### src/hdl/rdqs_pkg.sv
// ----------------------------------------------------------------------------
// rdqs_pkg
// Shared constants for the ring deque with search: codes, widths, defaults.
// ----------------------------------------------------------------------------
`default_nettype none

package rdqs_pkg;

    localparam int CAPACITY_DEF = 16;

    localparam int ACT_W  = 3;
    localparam int DATA_W = 32;
    localparam int STAT_W = 2;
    localparam int IN_W   = ((ACT_W + DATA_W + 7) / 8) * 8;

    localparam logic [ACT_W-1:0] ACT_PUSH_F = 3'd0;
    localparam logic [ACT_W-1:0] ACT_PUSH_B = 3'd1;
    localparam logic [ACT_W-1:0] ACT_POP_F  = 3'd2;
    localparam logic [ACT_W-1:0] ACT_SRCH_F = 3'd3;
    localparam logic [ACT_W-1:0] ACT_SRCH_B = 3'd4;
    localparam logic [ACT_W-1:0] ACT_MAX    = 3'd5;

    localparam logic [STAT_W-1:0] ST_OK       = 2'd0;
    localparam logic [STAT_W-1:0] ST_EMPTY    = 2'd1;
    localparam logic [STAT_W-1:0] ST_FULL     = 2'd2;
    localparam logic [STAT_W-1:0] ST_NOTFOUND = 2'd3;

    typedef enum logic [1:0] {
        S_IDLE = 2'b01,
        S_WALK = 2'b10
    } t_state;

endpackage

`default_nettype wire

### src/hdl/rdqs_ram.sv
// ----------------------------------------------------------------------------
// rdqs_ram
// Generic simple dual-port RAM: one write port, one read port, registered read.
// ----------------------------------------------------------------------------
`default_nettype none

module rdqs_ram #(
    parameter int WIDTH = rdqs_pkg::DATA_W,
    parameter int DEPTH = rdqs_pkg::CAPACITY_DEF
) (
    input  wire logic                     i_clk,
    input  wire logic                     i_we,
    input  wire logic [$clog2(DEPTH)-1:0] i_waddr,
    input  wire logic [WIDTH-1:0]         i_wdata,
    input  wire logic [$clog2(DEPTH)-1:0] i_raddr,
    output logic      [WIDTH-1:0]         o_rdata
);

    logic [WIDTH-1:0] r_mem [DEPTH];

    always_ff @(posedge i_clk) begin
        if (i_we) begin
            r_mem[i_waddr] <= i_wdata;
        end
        o_rdata <= r_mem[i_raddr];
    end

endmodule

`default_nettype wire

### src/hdl/ring_deque_with_search_top.sv
// Pushes, unknown actions and pop, search or maximum requests on an empty queue
//   give their word in the cycle after acceptance; a pop waits for its RAM read.
// Search and maximum walk the queue, reading one stored element per cycle
//   through the single read port of the element RAM; a search stops at a match.
// One request at a time: the next word is taken once the result has been taken.
// Synchronous active-low reset empties the queue; the element RAM is not cleared.
// ----------------------------------------------------------------------------
// ring_deque_with_search_top
// Bounded double-ended queue in a ring RAM with front/back search and maximum.
// ----------------------------------------------------------------------------
`default_nettype none

module ring_deque_with_search_top #(
    parameter int CAPACITY = rdqs_pkg::CAPACITY_DEF
) (
    input  wire logic                    i_clk,
    input  wire logic                    i_rst_n,
    input  wire logic                    i_s_tvalid,
    output logic                         o_s_tready,
    // action[2:0], value[34:3], zero padding
    input  wire logic [rdqs_pkg::IN_W-1:0] i_s_tdata,
    output logic                         o_m_tvalid,
    input  wire logic                    i_m_tready,
    // result_value[31:0], status[33:32], occupancy above, zero padding
    output logic [((34 + $clog2(CAPACITY + 1) + 7) / 8) * 8 - 1:0] o_m_tdata
);

    localparam int IDX_W = $clog2(CAPACITY);
    localparam int CNT_W = $clog2(CAPACITY + 1);
    localparam int OUT_W = ((34 + CNT_W + 7) / 8) * 8;
    localparam int DW    = rdqs_pkg::DATA_W;
    localparam int SW    = rdqs_pkg::STAT_W;
    localparam int AW    = rdqs_pkg::ACT_W;

    localparam logic [IDX_W:0]   CAP_X   = (IDX_W + 1)'(CAPACITY);
    localparam logic [CNT_W-1:0] CAP_C   = CNT_W'(CAPACITY);
    localparam logic [IDX_W-1:0] IDX_MAX = IDX_W'(CAPACITY - 1);

    rdqs_pkg::t_state r_state, n_state;

    logic [IDX_W-1:0] r_head,  n_head;
    logic [CNT_W-1:0] r_count, n_count;
    logic [CNT_W-1:0] r_iss,   n_iss;
    logic [IDX_W-1:0] r_pidx,  n_pidx;
    logic             r_pend,  n_pend;
    logic [AW-1:0]    r_act,   n_act;
    logic [DW-1:0]    r_value, n_value;
    logic [DW-1:0]    r_best,  n_best;
    logic             r_out_vld, n_out_vld;
    logic [DW-1:0]    r_res,   n_res;
    logic [SW-1:0]    r_sta,   n_sta;

    logic             ram_we;
    logic [IDX_W-1:0] ram_waddr;
    logic [DW-1:0]    ram_wdata;
    logic [IDX_W-1:0] ram_raddr;
    logic [DW-1:0]    ram_rdata;

    logic [AW-1:0]    in_act;
    logic [DW-1:0]    in_val;
    logic             accept;
    logic [CNT_W-1:0] back_off;
    logic [IDX_W-1:0] walk_off;
    logic [CNT_W-1:0] walk_lim;
    logic             last;
    logic [DW-1:0]    best_nx;
    logic [IDX_W-1:0] head_dec;
    logic [IDX_W-1:0] head_inc;

    function automatic logic [IDX_W-1:0] slot(input logic [IDX_W-1:0] h,
                                              input logic [IDX_W-1:0] o);
        logic [IDX_W:0] s;
        s = {1'b0, h} + {1'b0, o};
        if (s >= CAP_X) begin
            s = s - CAP_X;
        end
        return s[IDX_W-1:0];
    endfunction

    assign in_act = i_s_tdata[AW-1:0];
    assign in_val = i_s_tdata[AW +: DW];

    assign o_s_tready = (r_state == rdqs_pkg::S_IDLE) && !r_out_vld;
    assign accept     = i_s_tvalid && o_s_tready;

    assign back_off  = r_count - CNT_W'(1) - r_iss;
    assign walk_off  = (r_act == rdqs_pkg::ACT_SRCH_B) ? back_off[IDX_W-1:0]
                                                       : r_iss[IDX_W-1:0];
    assign walk_lim  = (r_act == rdqs_pkg::ACT_POP_F) ? CNT_W'(1) : r_count;
    assign last      = (CNT_W'(r_pidx) == r_count - CNT_W'(1));
    assign best_nx   = ($signed(ram_rdata) > $signed(r_best)) ? ram_rdata : r_best;
    assign head_dec  = (r_head == '0) ? IDX_MAX : r_head - IDX_W'(1);
    assign head_inc  = (r_head == IDX_MAX) ? '0 : r_head + IDX_W'(1);
    assign ram_raddr = slot(r_head, walk_off);
    assign ram_wdata = in_val;

    always_comb begin
        n_state   = r_state;
        n_head    = r_head;
        n_count   = r_count;
        n_iss     = r_iss;
        n_pidx    = r_pidx;
        n_pend    = r_pend;
        n_act     = r_act;
        n_value   = r_value;
        n_best    = r_best;
        n_out_vld = r_out_vld;
        n_res     = r_res;
        n_sta     = r_sta;
        ram_we    = 1'b0;
        ram_waddr = slot(r_head, r_count[IDX_W-1:0]);

        if (r_out_vld && i_m_tready) begin
            n_out_vld = 1'b0;
        end

        unique case (r_state)
            rdqs_pkg::S_IDLE: begin
                if (accept) begin
                    n_act     = in_act;
                    n_value   = in_val;
                    n_iss     = '0;
                    n_pend    = 1'b0;
                    n_best    = '0;
                    n_res     = '0;
                    n_sta     = rdqs_pkg::ST_OK;
                    n_out_vld = 1'b1;
                    case (in_act) inside
                        rdqs_pkg::ACT_PUSH_F, rdqs_pkg::ACT_PUSH_B: begin
                            if (r_count >= CAP_C) begin
                                n_sta = rdqs_pkg::ST_FULL;
                            end else begin
                                ram_we  = 1'b1;
                                n_count = r_count + CNT_W'(1);
                                if (in_act == rdqs_pkg::ACT_PUSH_F) begin
                                    ram_waddr = head_dec;
                                    n_head    = head_dec;
                                end
                            end
                        end
                        rdqs_pkg::ACT_POP_F, rdqs_pkg::ACT_SRCH_F,
                        rdqs_pkg::ACT_SRCH_B, rdqs_pkg::ACT_MAX: begin
                            if (r_count == '0) begin
                                n_sta = rdqs_pkg::ST_EMPTY;
                            end else begin
                                n_out_vld = 1'b0;
                                n_state   = rdqs_pkg::S_WALK;
                            end
                        end
                        default: begin
                        end
                    endcase
                end
            end
            rdqs_pkg::S_WALK: begin
                if (r_iss < walk_lim) begin
                    n_iss  = r_iss + CNT_W'(1);
                    n_pend = 1'b1;
                    n_pidx = r_iss[IDX_W-1:0];
                end else begin
                    n_pend = 1'b0;
                end
                if (r_pend) begin
                    case (r_act) inside
                        rdqs_pkg::ACT_POP_F: begin
                            n_res     = ram_rdata;
                            n_head    = head_inc;
                            n_count   = r_count - CNT_W'(1);
                            n_out_vld = 1'b1;
                            n_state   = rdqs_pkg::S_IDLE;
                        end
                        rdqs_pkg::ACT_SRCH_F, rdqs_pkg::ACT_SRCH_B: begin
                            if (ram_rdata == r_value) begin
                                n_res     = DW'(r_pidx);
                                n_out_vld = 1'b1;
                                n_state   = rdqs_pkg::S_IDLE;
                            end else if (last) begin
                                n_sta     = rdqs_pkg::ST_NOTFOUND;
                                n_out_vld = 1'b1;
                                n_state   = rdqs_pkg::S_IDLE;
                            end
                        end
                        default: begin
                            n_best = best_nx;
                            if (last) begin
                                n_res     = best_nx;
                                n_out_vld = 1'b1;
                                n_state   = rdqs_pkg::S_IDLE;
                            end
                        end
                    endcase
                end
            end
            default: begin
                n_state = rdqs_pkg::S_IDLE;
            end
        endcase
    end

    always_ff @(posedge i_clk) begin
        if (!i_rst_n) begin
            r_state   <= rdqs_pkg::S_IDLE;
            r_head    <= '0;
            r_count   <= '0;
            r_pend    <= 1'b0;
            r_out_vld <= 1'b0;
        end else begin
            r_state   <= n_state;
            r_head    <= n_head;
            r_count   <= n_count;
            r_pend    <= n_pend;
            r_out_vld <= n_out_vld;
        end
    end

    always_ff @(posedge i_clk) begin
        r_iss   <= n_iss;
        r_pidx  <= n_pidx;
        r_act   <= n_act;
        r_value <= n_value;
        r_best  <= n_best;
        r_res   <= n_res;
        r_sta   <= n_sta;
    end

    rdqs_ram #(
        .WIDTH (DW),
        .DEPTH (CAPACITY)
    ) u_ram (
        .i_clk   (i_clk),
        .i_we    (ram_we),
        .i_waddr (ram_waddr),
        .i_wdata (ram_wdata),
        .i_raddr (ram_raddr),
        .o_rdata (ram_rdata)
    );

    assign o_m_tvalid = r_out_vld;
    assign o_m_tdata  = OUT_W'({r_count, r_sta, r_res});

endmodule

`default_nettype wire

### config.mk
export PLATFORM = sky130hd
export DESIGN_NAME = ring_deque_with_search_top
export DESIGN_NICKNAME = d
export VERILOG_FILES = /design/src/hdl/rdqs_pkg.sv /design/src/hdl/rdqs_ram.sv /design/src/hdl/ring_deque_with_search_top.sv
export SDC_FILE = /design/constraint.sdc
export NUM_CORES = 1
export LEC_CHECK = 0
export BUFFER_PORTS_ARGS = -buffer_cell sky130_fd_sc_hd__buf_4
export CAP_MARGIN = 20
export CORE_ASPECT_RATIO = 1.2
export CORE_MARGIN = 5
export CORE_UTILIZATION = 40
export CTS_CLUSTER_DIAMETER = 30
export DETAILED_ROUTE_END_ITERATION = 10
export GPL_ROUTABILITY_DRIVEN = 0
export GPL_TIMING_DRIVEN = 1
export PLACE_DENSITY = 0.64
export SYNTH_ARGS = -nofsm -noshare
export SYNTH_HDL_FRONTEND = slang
export SYNTH_SLANG_ARGS = --single-unit
export TNS_END_PERCENT = 1
### constraint.sdc
create_clock -name i_clk -period 14.5 [get_ports i_clk]
set_input_delay 1.45 -clock i_clk [delete_from_list [all_inputs] [get_ports i_clk]]
set_output_delay 1.45 -clock i_clk [all_outputs]
set_load 0.005 [all_outputs]
; ---- Word level (Yosys, flattened, before mapping)
; Memories as Yosys holds them, arrays and structs flattened. A register that Yosys moved wholly into a read port is not among the register bits.
; Index checks and enable logic that the tools add are counted.
[totals]
register_bits = 123
mem_bits_rw = 512
elab_cells = 159
memories = 1
[memory_table]
columns = memory, words, width, rd, rd_clocked_by_memory_dff, wr, line
row1 = u_ram.r_mem, 16, 32, 1, 1, 1, rdqs_ram.sv:19  ; logic [WIDTH-1:0] r_mem [DEPTH];
[op_classes]
add_sub_neg = 10
order_cmp = 5
eq_ne = 30
muxes = 80
reduce_logical = 21
[ops]
columns = cell, count
row1 = $mux 32, 10
row2 = $pmux 32 s2, 2
row3 = $mux 4, 16
row4 = $mux 5, 8
row5 = $mux 2, 17
row6 = $eq 32x32->1, 1
row7 = $gt 32x32->1, 1
row8 = $ne 2x2->1 const B, 12
row9 = $mux 1, 20
row10 = $pmux 5 s2, 2
row11 = $ge 5x5->1 const B, 3
row12 = $reduce_and 5->1, 3
row13 = $reduce_and 7->1, 2
row14 = $eq 3x2->1 const B, 4
row15 = $sub 4x1->4 const B, 3
row16 = $add 4x4->5, 2
row17 = $add 5x1->5 const B, 2
row18 = $eq 3x3->1 const B, 3
row19 = $ne 4x4->1 const B, 2
row20 = $pmux 2 s2, 2
row21 = $pmux 4 s2, 1
row22 = $ne 2x1->1 const B, 3
row23 = $reduce_and 2->1, 3
row24 = $reduce_and 6->1, 1
row25 = 19 further kinds, 23

; ---- Longest topological paths before layout
[logic_depth]
depth_word = 8
ltp_mapped = 14

; ---- Cells and area by module
; A second synthesis with hierarchy kept.
[hier_totals]
hier_cells = 1569
area_unflattened_um2 = 27656.5
[modules_own_cells]
columns = mod, n_inst, cells_per_inst, area_each_um2, seq_area_each_um2
row1 = rdqs_ram, 1, 838, 19854.0, 16015.4
row2 = ring_deque_with_search_top, 1, 731, 7802.5, 3563.4

; ---- Least setup slack after synthesis
; No wires, ideal clock.
[synth_path]
path_type = input -> register
from = input port i_s_tvalid
to = memory u_ram.r_mem[6][0] in the netlist's numbering (enable)
arrival_time_ps = 5027
required_time_ps = 14079
path_slack_ps = 9052
stages = 7
path_buffers = 0
path_cell_list = nand3b_1 -> inv_1 -> nand3b_1 -> nor2_1 -> mux2_2 -> or2_2 -> nor2_1
[synth_via]
elab_chain_len = 5
elab_cells_between_ends = 7
classes_between = mux (6) / reduce/logical (1)
[synth_rtl]
columns = element, line
row1 = "start, declared", ring_deque_with_search_top.sv:18  ; input wire logic i_s_tvalid,
row2 = $logic_and 1x1->1 *, ring_deque_with_search_top.sv:84  ; assign accept = i_s_tvalid && o_s_tready;
row3 = $mux 1, ring_deque_with_search_top.sv:119  ; if (accept) begin
row4 = $mux 1, ring_deque_with_search_top.sv:117  ; unique case (r_state)
row5 = $mux 1, rdqs_ram.sv:22  ; if (i_we) begin
row6 = $mux 1 (implied by the code), rdqs_ram.sv:23  ; r_mem[i_waddr] <= i_wdata;
row7 = "end, declared", rdqs_ram.sv:19
; Mark *: on every way between the ends. The rest lies on a longest branch, timed or not.

; ---- Worst setup path after layout
[layout_path]
from = register r_count[0]
to = register u_ram.o_rdata[13], read port of u_ram.r_mem
[layout_via]
elab_chain_len = 6
elab_cells_between_ends = 7
classes_between = add/sub (4) / order compare (1) / mux (2)
[layout_rtl]
columns = element, line
row1 = "start, declared", ring_deque_with_search_top.sv:42  ; logic [CNT_W-1:0] r_count, n_count;
row2 = "start signal, assigned", ring_deque_with_search_top.sv:210  ; r_count <= n_count;
row3 = $sub 5x1->5 *, --
row4 = $sub 4x4->4 *, ring_deque_with_search_top.sv:86  ; assign back_off = r_count - CNT_W'(1) - r_iss;
row5 = $mux 4 *, ring_deque_with_search_top.sv:87  ; assign walk_off = (r_act == rdqs_pkg::ACT_SRCH_B) ? back_off[IDX_W-1:0]
row6 = $add 4x4->5 *, ring_deque_with_search_top.sv:73  ; s = {1'b0, h} + {1'b0, o};
row7 = $sub 4x1->4 or $ge 5x5->1 (tied branches), "ring_deque_with_search_top.sv:75, ring_deque_with_search_top.sv:74"
row8 = $mux 4 *, ring_deque_with_search_top.sv:74  ; if (s >= CAP_X) begin
row9 = "end, declared", rdqs_ram.sv:16  ; output logic [WIDTH-1:0] o_rdata
; Marked as above.
; A chain may end at the register's enable or synchronous reset.

==> reports/summary.md <==
## Run status
* **outcome** finished clean

## Setup path
* **Req. time, crit path** 14.99 ns
* **worst setup path class** reg2reg
* **Critical R2R Launch** r_count[0]
* **endpoint kind of the worst setup timing path** flip-flop
* **setup slack, reg-to-reg** 8.92 ns
* **Register-to-Register Path Depth** 11
* **startpoint type of the worst setup path** flip-flop
* **critical path data arrival time** 6.08 ns
* **critical path peak fanout** 56
* **endpoint of the worst-slack reg-to-reg timing path** u_ram.o_rdata[13]

## STA
* **final number of setup-violating endpoints** 0
* **maximum clock skew at final layout** 0.0306 ns
* **measured slew at the worst slew-check pin** 1.06 ns
* **setup TNS** 0 ns
* **achievable clock frequency** 179 MHz
* **minimum clock period** 5.58 ns
* **Setup WS post-layout** 8.92 ns
* **Hold Vio Cnt, Final** 0
* **Max-slew headroom** 28.9%
* **number of pins exceeding their max-slew limit in the final report** 0
* **final critical-path share of the clock period** 38.5%
* **unrepaired setup endpoints after global routing** false

## GRT
* **first-pass GRT wire length** 89.8 mm
* **leftover overflow at the end of global routing** 0
* **number of global-route vias before repair** 14.3k
* **pin count of the biggest net entering global routing** 112
* **total global routing track utilization** 16.5%
* **number of antenna violations at the first check in global routing** 4

## Synth
* **total of warnings raised by yosys** 0
* **library cells used by synthesis** 66
* **Yosys reg bits** 667
* **area of the mapped netlist** 27,200 um^2
* **Post-Syn Nets** 1,526
* **top cells by area in the synthesized netlist** sky130_fd_sc_hd__edfxtp_1, sky130_fd_sc_hd__mux4_2, sky130_fd_sc_hd__dfxtp_1, sky130_fd_sc_hd__ha_1, sky130_fd_sc_hd__xor2_1
* **register area share after synthesis** 72.1%
* **count of flip-flops with a built-in enable after synthesis** 622
* **fraction of synthesized cell area taken by the top area cell type** 68.7%
* **Synth Area per Inst** 19.1 um^2
* **top cell type by total area after synthesis** sky130_fd_sc_hd__edfxtp_1
* **most common flop cell mapped by yosys** sky130_fd_sc_hd__edfxtp_1
* **number of cells produced by synthesis** 1,426
* **proportion of synthesized flip-flops having asynchronous set or reset** 0%

## Placement
* **Cell Area, Placed** 29,000 um^2
* **half-perimeter wire length after placement** 34.0 mm
* **number of port buffers** 79
* **pre-CTS setup slack** 8.85 ns
* **number of placed cells counting well taps** 2,369

## Clocking
* **clock buffer count from CTS** 102
* **Post-CTS Hold Fix Bufs** 0
* **Worst-Skew Late Latency** 0.64 ns
* **Resized cells post-CTS** 0
* **clock-pin slew of the registers on the worst-case setup and hold paths** 0.05 ns
* **Clock Sinks** 667
* **number of buffers on the longest clock path** 3
* **total number of H-tree levels** 3
* **root buffer selected by CTS** sky130_fd_sc_hd__clkbuf_16
* **CTS tree** done
* **setup bufs post-CTS** 0

## Power and ir drop
* **portion of total power attributed to the clock network** 35.7%
* **Cell Pwr Density** 218 nW/um^2
* **reported net switching power** 2.11 mW
* **P_int** 5.00 mW
* **share of total power consumed by net switching** 29.7%
* **fraction of power consumed by sequential logic** 35.2%
* **Peak supply drop** 0.198 mV
* **combinational share of power** 29.0%
* **total leakage power** 11.1 nW

## Flow run
* **Max-cap violations** 0

## Routing
* **DRC violation count after routing** 0
* **routed wirelength normalized by instance count** 23.4 um
* **number of iterations in the first detailed-routing pass** 5
* **Via-to-Cell Ratio** 5.30
* **post-detailed-route count of antenna-violating nets** 0
* **wire length after detailed routing** 60.0 mm
* **Detailed Route Iter0 Violations** 876
* **vias post-DR** 13.6k

## Die
* **overall die area** 73,300 um^2
* **initial core utilization** 40.4%
* **Vert. Die Dim** 296 um
* **site row count** 104
* **core outline area** 67,300 um^2
* **total I/O pin count** 86
* **Die W** 248 um

## Finish
* **# nets final** 1,673
* **ratio of cells with drive above 1 in the final layout** 29.0%
* **Finished Cell Area** 32,600 um^2
* **relative area change from synthesis to final layout** 20.1%
* **non-filler instance count after layout** 2,565

## Worst hold path
* **startpoint of the most critical hold path** r_state[1]
* **number of instances on the worst hold path** 2
* **Hold EP** r_state[1]
* **type of the tightest min-delay check** reg2reg

## final cells by class
class | instances | area, um^2
sequential | 667 | 19600
multi-input combinational | 647 | 7270
fill | 5425 | 34600
timing repair buffer | 105 | 813
tap | 901 | 1130
clock buffer | 114 | 2660
clock inverter | 78 | 988
inverter | 50 | 188
antenna | 3 | 7.51
## layout by cell type, fill, tap and decap left out, types with 8 or more instances in the layout
| master | Yosys | final |
|---|---|---|
| sky130_fd_sc_hd__a21o_1 | 10 | 10 |
| sky130_fd_sc_hd__a21oi_1 | 31 | 29 |
| sky130_fd_sc_hd__a22o_1 | 28 | 28 |
| sky130_fd_sc_hd__buf_4 | 5 | 103 |
| sky130_fd_sc_hd__bufinv_16 | 0 | 17 |
| sky130_fd_sc_hd__clkbuf_1 | 44 | 8 |
| sky130_fd_sc_hd__clkbuf_16 | 0 | 104 |
| sky130_fd_sc_hd__clkinv_2 | 0 | 14 |
| sky130_fd_sc_hd__clkinv_4 | 0 | 12 |
| sky130_fd_sc_hd__clkinvlp_4 | 0 | 12 |
| sky130_fd_sc_hd__dfxtp_1 | 45 | 45 |
| sky130_fd_sc_hd__edfxtp_1 | 622 | 622 |
| sky130_fd_sc_hd__ha_1 | 53 | 51 |
| sky130_fd_sc_hd__inv_1 | 50 | 50 |
| sky130_fd_sc_hd__inv_6 | 0 | 10 |
| sky130_fd_sc_hd__mux2i_1 | 33 | 33 |
| sky130_fd_sc_hd__mux4_2 | 160 | 160 |
| sky130_fd_sc_hd__nand2_1 | 91 | 91 |
| sky130_fd_sc_hd__nand3_1 | 12 | 12 |
| sky130_fd_sc_hd__nand4_1 | 8 | 8 |
| sky130_fd_sc_hd__nor2_1 | 37 | 29 |
| sky130_fd_sc_hd__nor2_4 | 0 | 8 |
| sky130_fd_sc_hd__nor4_1 | 8 | 8 |
| sky130_fd_sc_hd__o21ai_0 | 21 | 21 |
| sky130_fd_sc_hd__xnor2_1 | 10 | 8 |
| sky130_fd_sc_hd__xor2_1 | 42 | 42 |
## worst max-delay path, stage by stage, from the launching register on
cell and delay (ns):
sky130_fd_sc_hd__dfxtp_1 0.59, sky130_fd_sc_hd__inv_1 0.09, sky130_fd_sc_hd__ha_1 0.37, sky130_fd_sc_hd__inv_1 0.10, sky130_fd_sc_hd__fa_1 0.51, sky130_fd_sc_hd__a21o_1 0.13, sky130_fd_sc_hd__inv_1 0.06, sky130_fd_sc_hd__fa_4 1.19
sky130_fd_sc_hd__buf_4 0.62, sky130_fd_sc_hd__buf_4 0.81, sky130_fd_sc_hd__mux4_2 0.46, sky130_fd_sc_hd__mux4_2 0.48
## how the worst max path moves through the flow
stage / from / end / slack, ns / cells past startpoint
2_1_floorplan: i_s_tvalid / u_ram.r_mem[6][0] / 9.05 / 7
3_3_place_gp: r_count[0] / u_ram.o_rdata[13] / 8.88 / 11
3_5_place_dp: r_count[0] / u_ram.o_rdata[13] / 8.85 / 11
4_1_cts: r_count[0] / u_ram.o_rdata[13] / 8.83 / 11
5_1_grt: r_count[0] / u_ram.o_rdata[13] / 8.66 / 11
6_report: r_count[0] / u_ram.o_rdata[13] / 8.92 / 11
## cell families (layout without fill, tap and decap cells)
kind of cell               after synthesis  count (layout)  share of synthesized area [%]
buffers and inverters                  112             347                           1.72
adders and majority gates               56              56                           2.66
muxes                                  194             194                           14.5
DFF                                    667             667                           72.1
other                                    1               4                         0.0138
AOI/OAI and AO/OA                      131             131                           3.50
and+or+nand+nor                        212             212                           3.76
xor gates and xnor gates                53              53                           1.76
## Yosys cell counts (all sizes together), types with 21 or more instances
library cell  number
dfxtp             45
o21ai             21
mux2i             33
a21oi             31
xor2              42
edfxtp           622
mux4             160
a22o              28
nand2             92
inv               50
clkbuf            44
nor2              37
ha                53
## power by group through the flow
stage,Sequential [mW],Combinational [mW],Clock (mW)
after floorplan,2.47,1.56,0
after global placement,2.53,2.08,0
after detailed placement,2.54,2.09,0
after CTS,2.50,2.10,2.58
after global routing,2.52,2.25,2.67
final,2.50,2.06,2.54
## through the flow
stage               utilization [%]  hold slack, ns  power (mW)
floorplan                         -           0.474        4.03
global placement               43.0           0.490        4.61
detailed placement             43.0           0.533        4.64
CTS                            48.5           0.540        7.19
global route                   48.5           0.566        7.44
finish                         48.5           0.527        7.11
## per-layer routing
layer | vias to the layer above | GRT usage (%) | part of all wire, % | wire, um
met5 | - | 0 | 0.012 | 7
li1 | 6065 | - | - | -
met2 | 426 | 28.3 | 51 | 30900
met3 | 100 | 3.28 | 5.8 | 3510
met4 | 2 | 6.29 | 3.0 | 1830
met1 | 7010 | 20.8 | 40 | 23800
## registers in the layout, indices dropped and copies added (netlist names)
register	count
o_m_tvalid	1
r_act	3
r_best	32
r_count	5
r_head	4
r_iss	5
r_pend	1
r_pidx	4
r_res	32
r_sta	2
r_state	2
r_value	32
u_ram.o_rdata	32
u_ram.r_mem	512
Power figures use the tool's default switching activity.
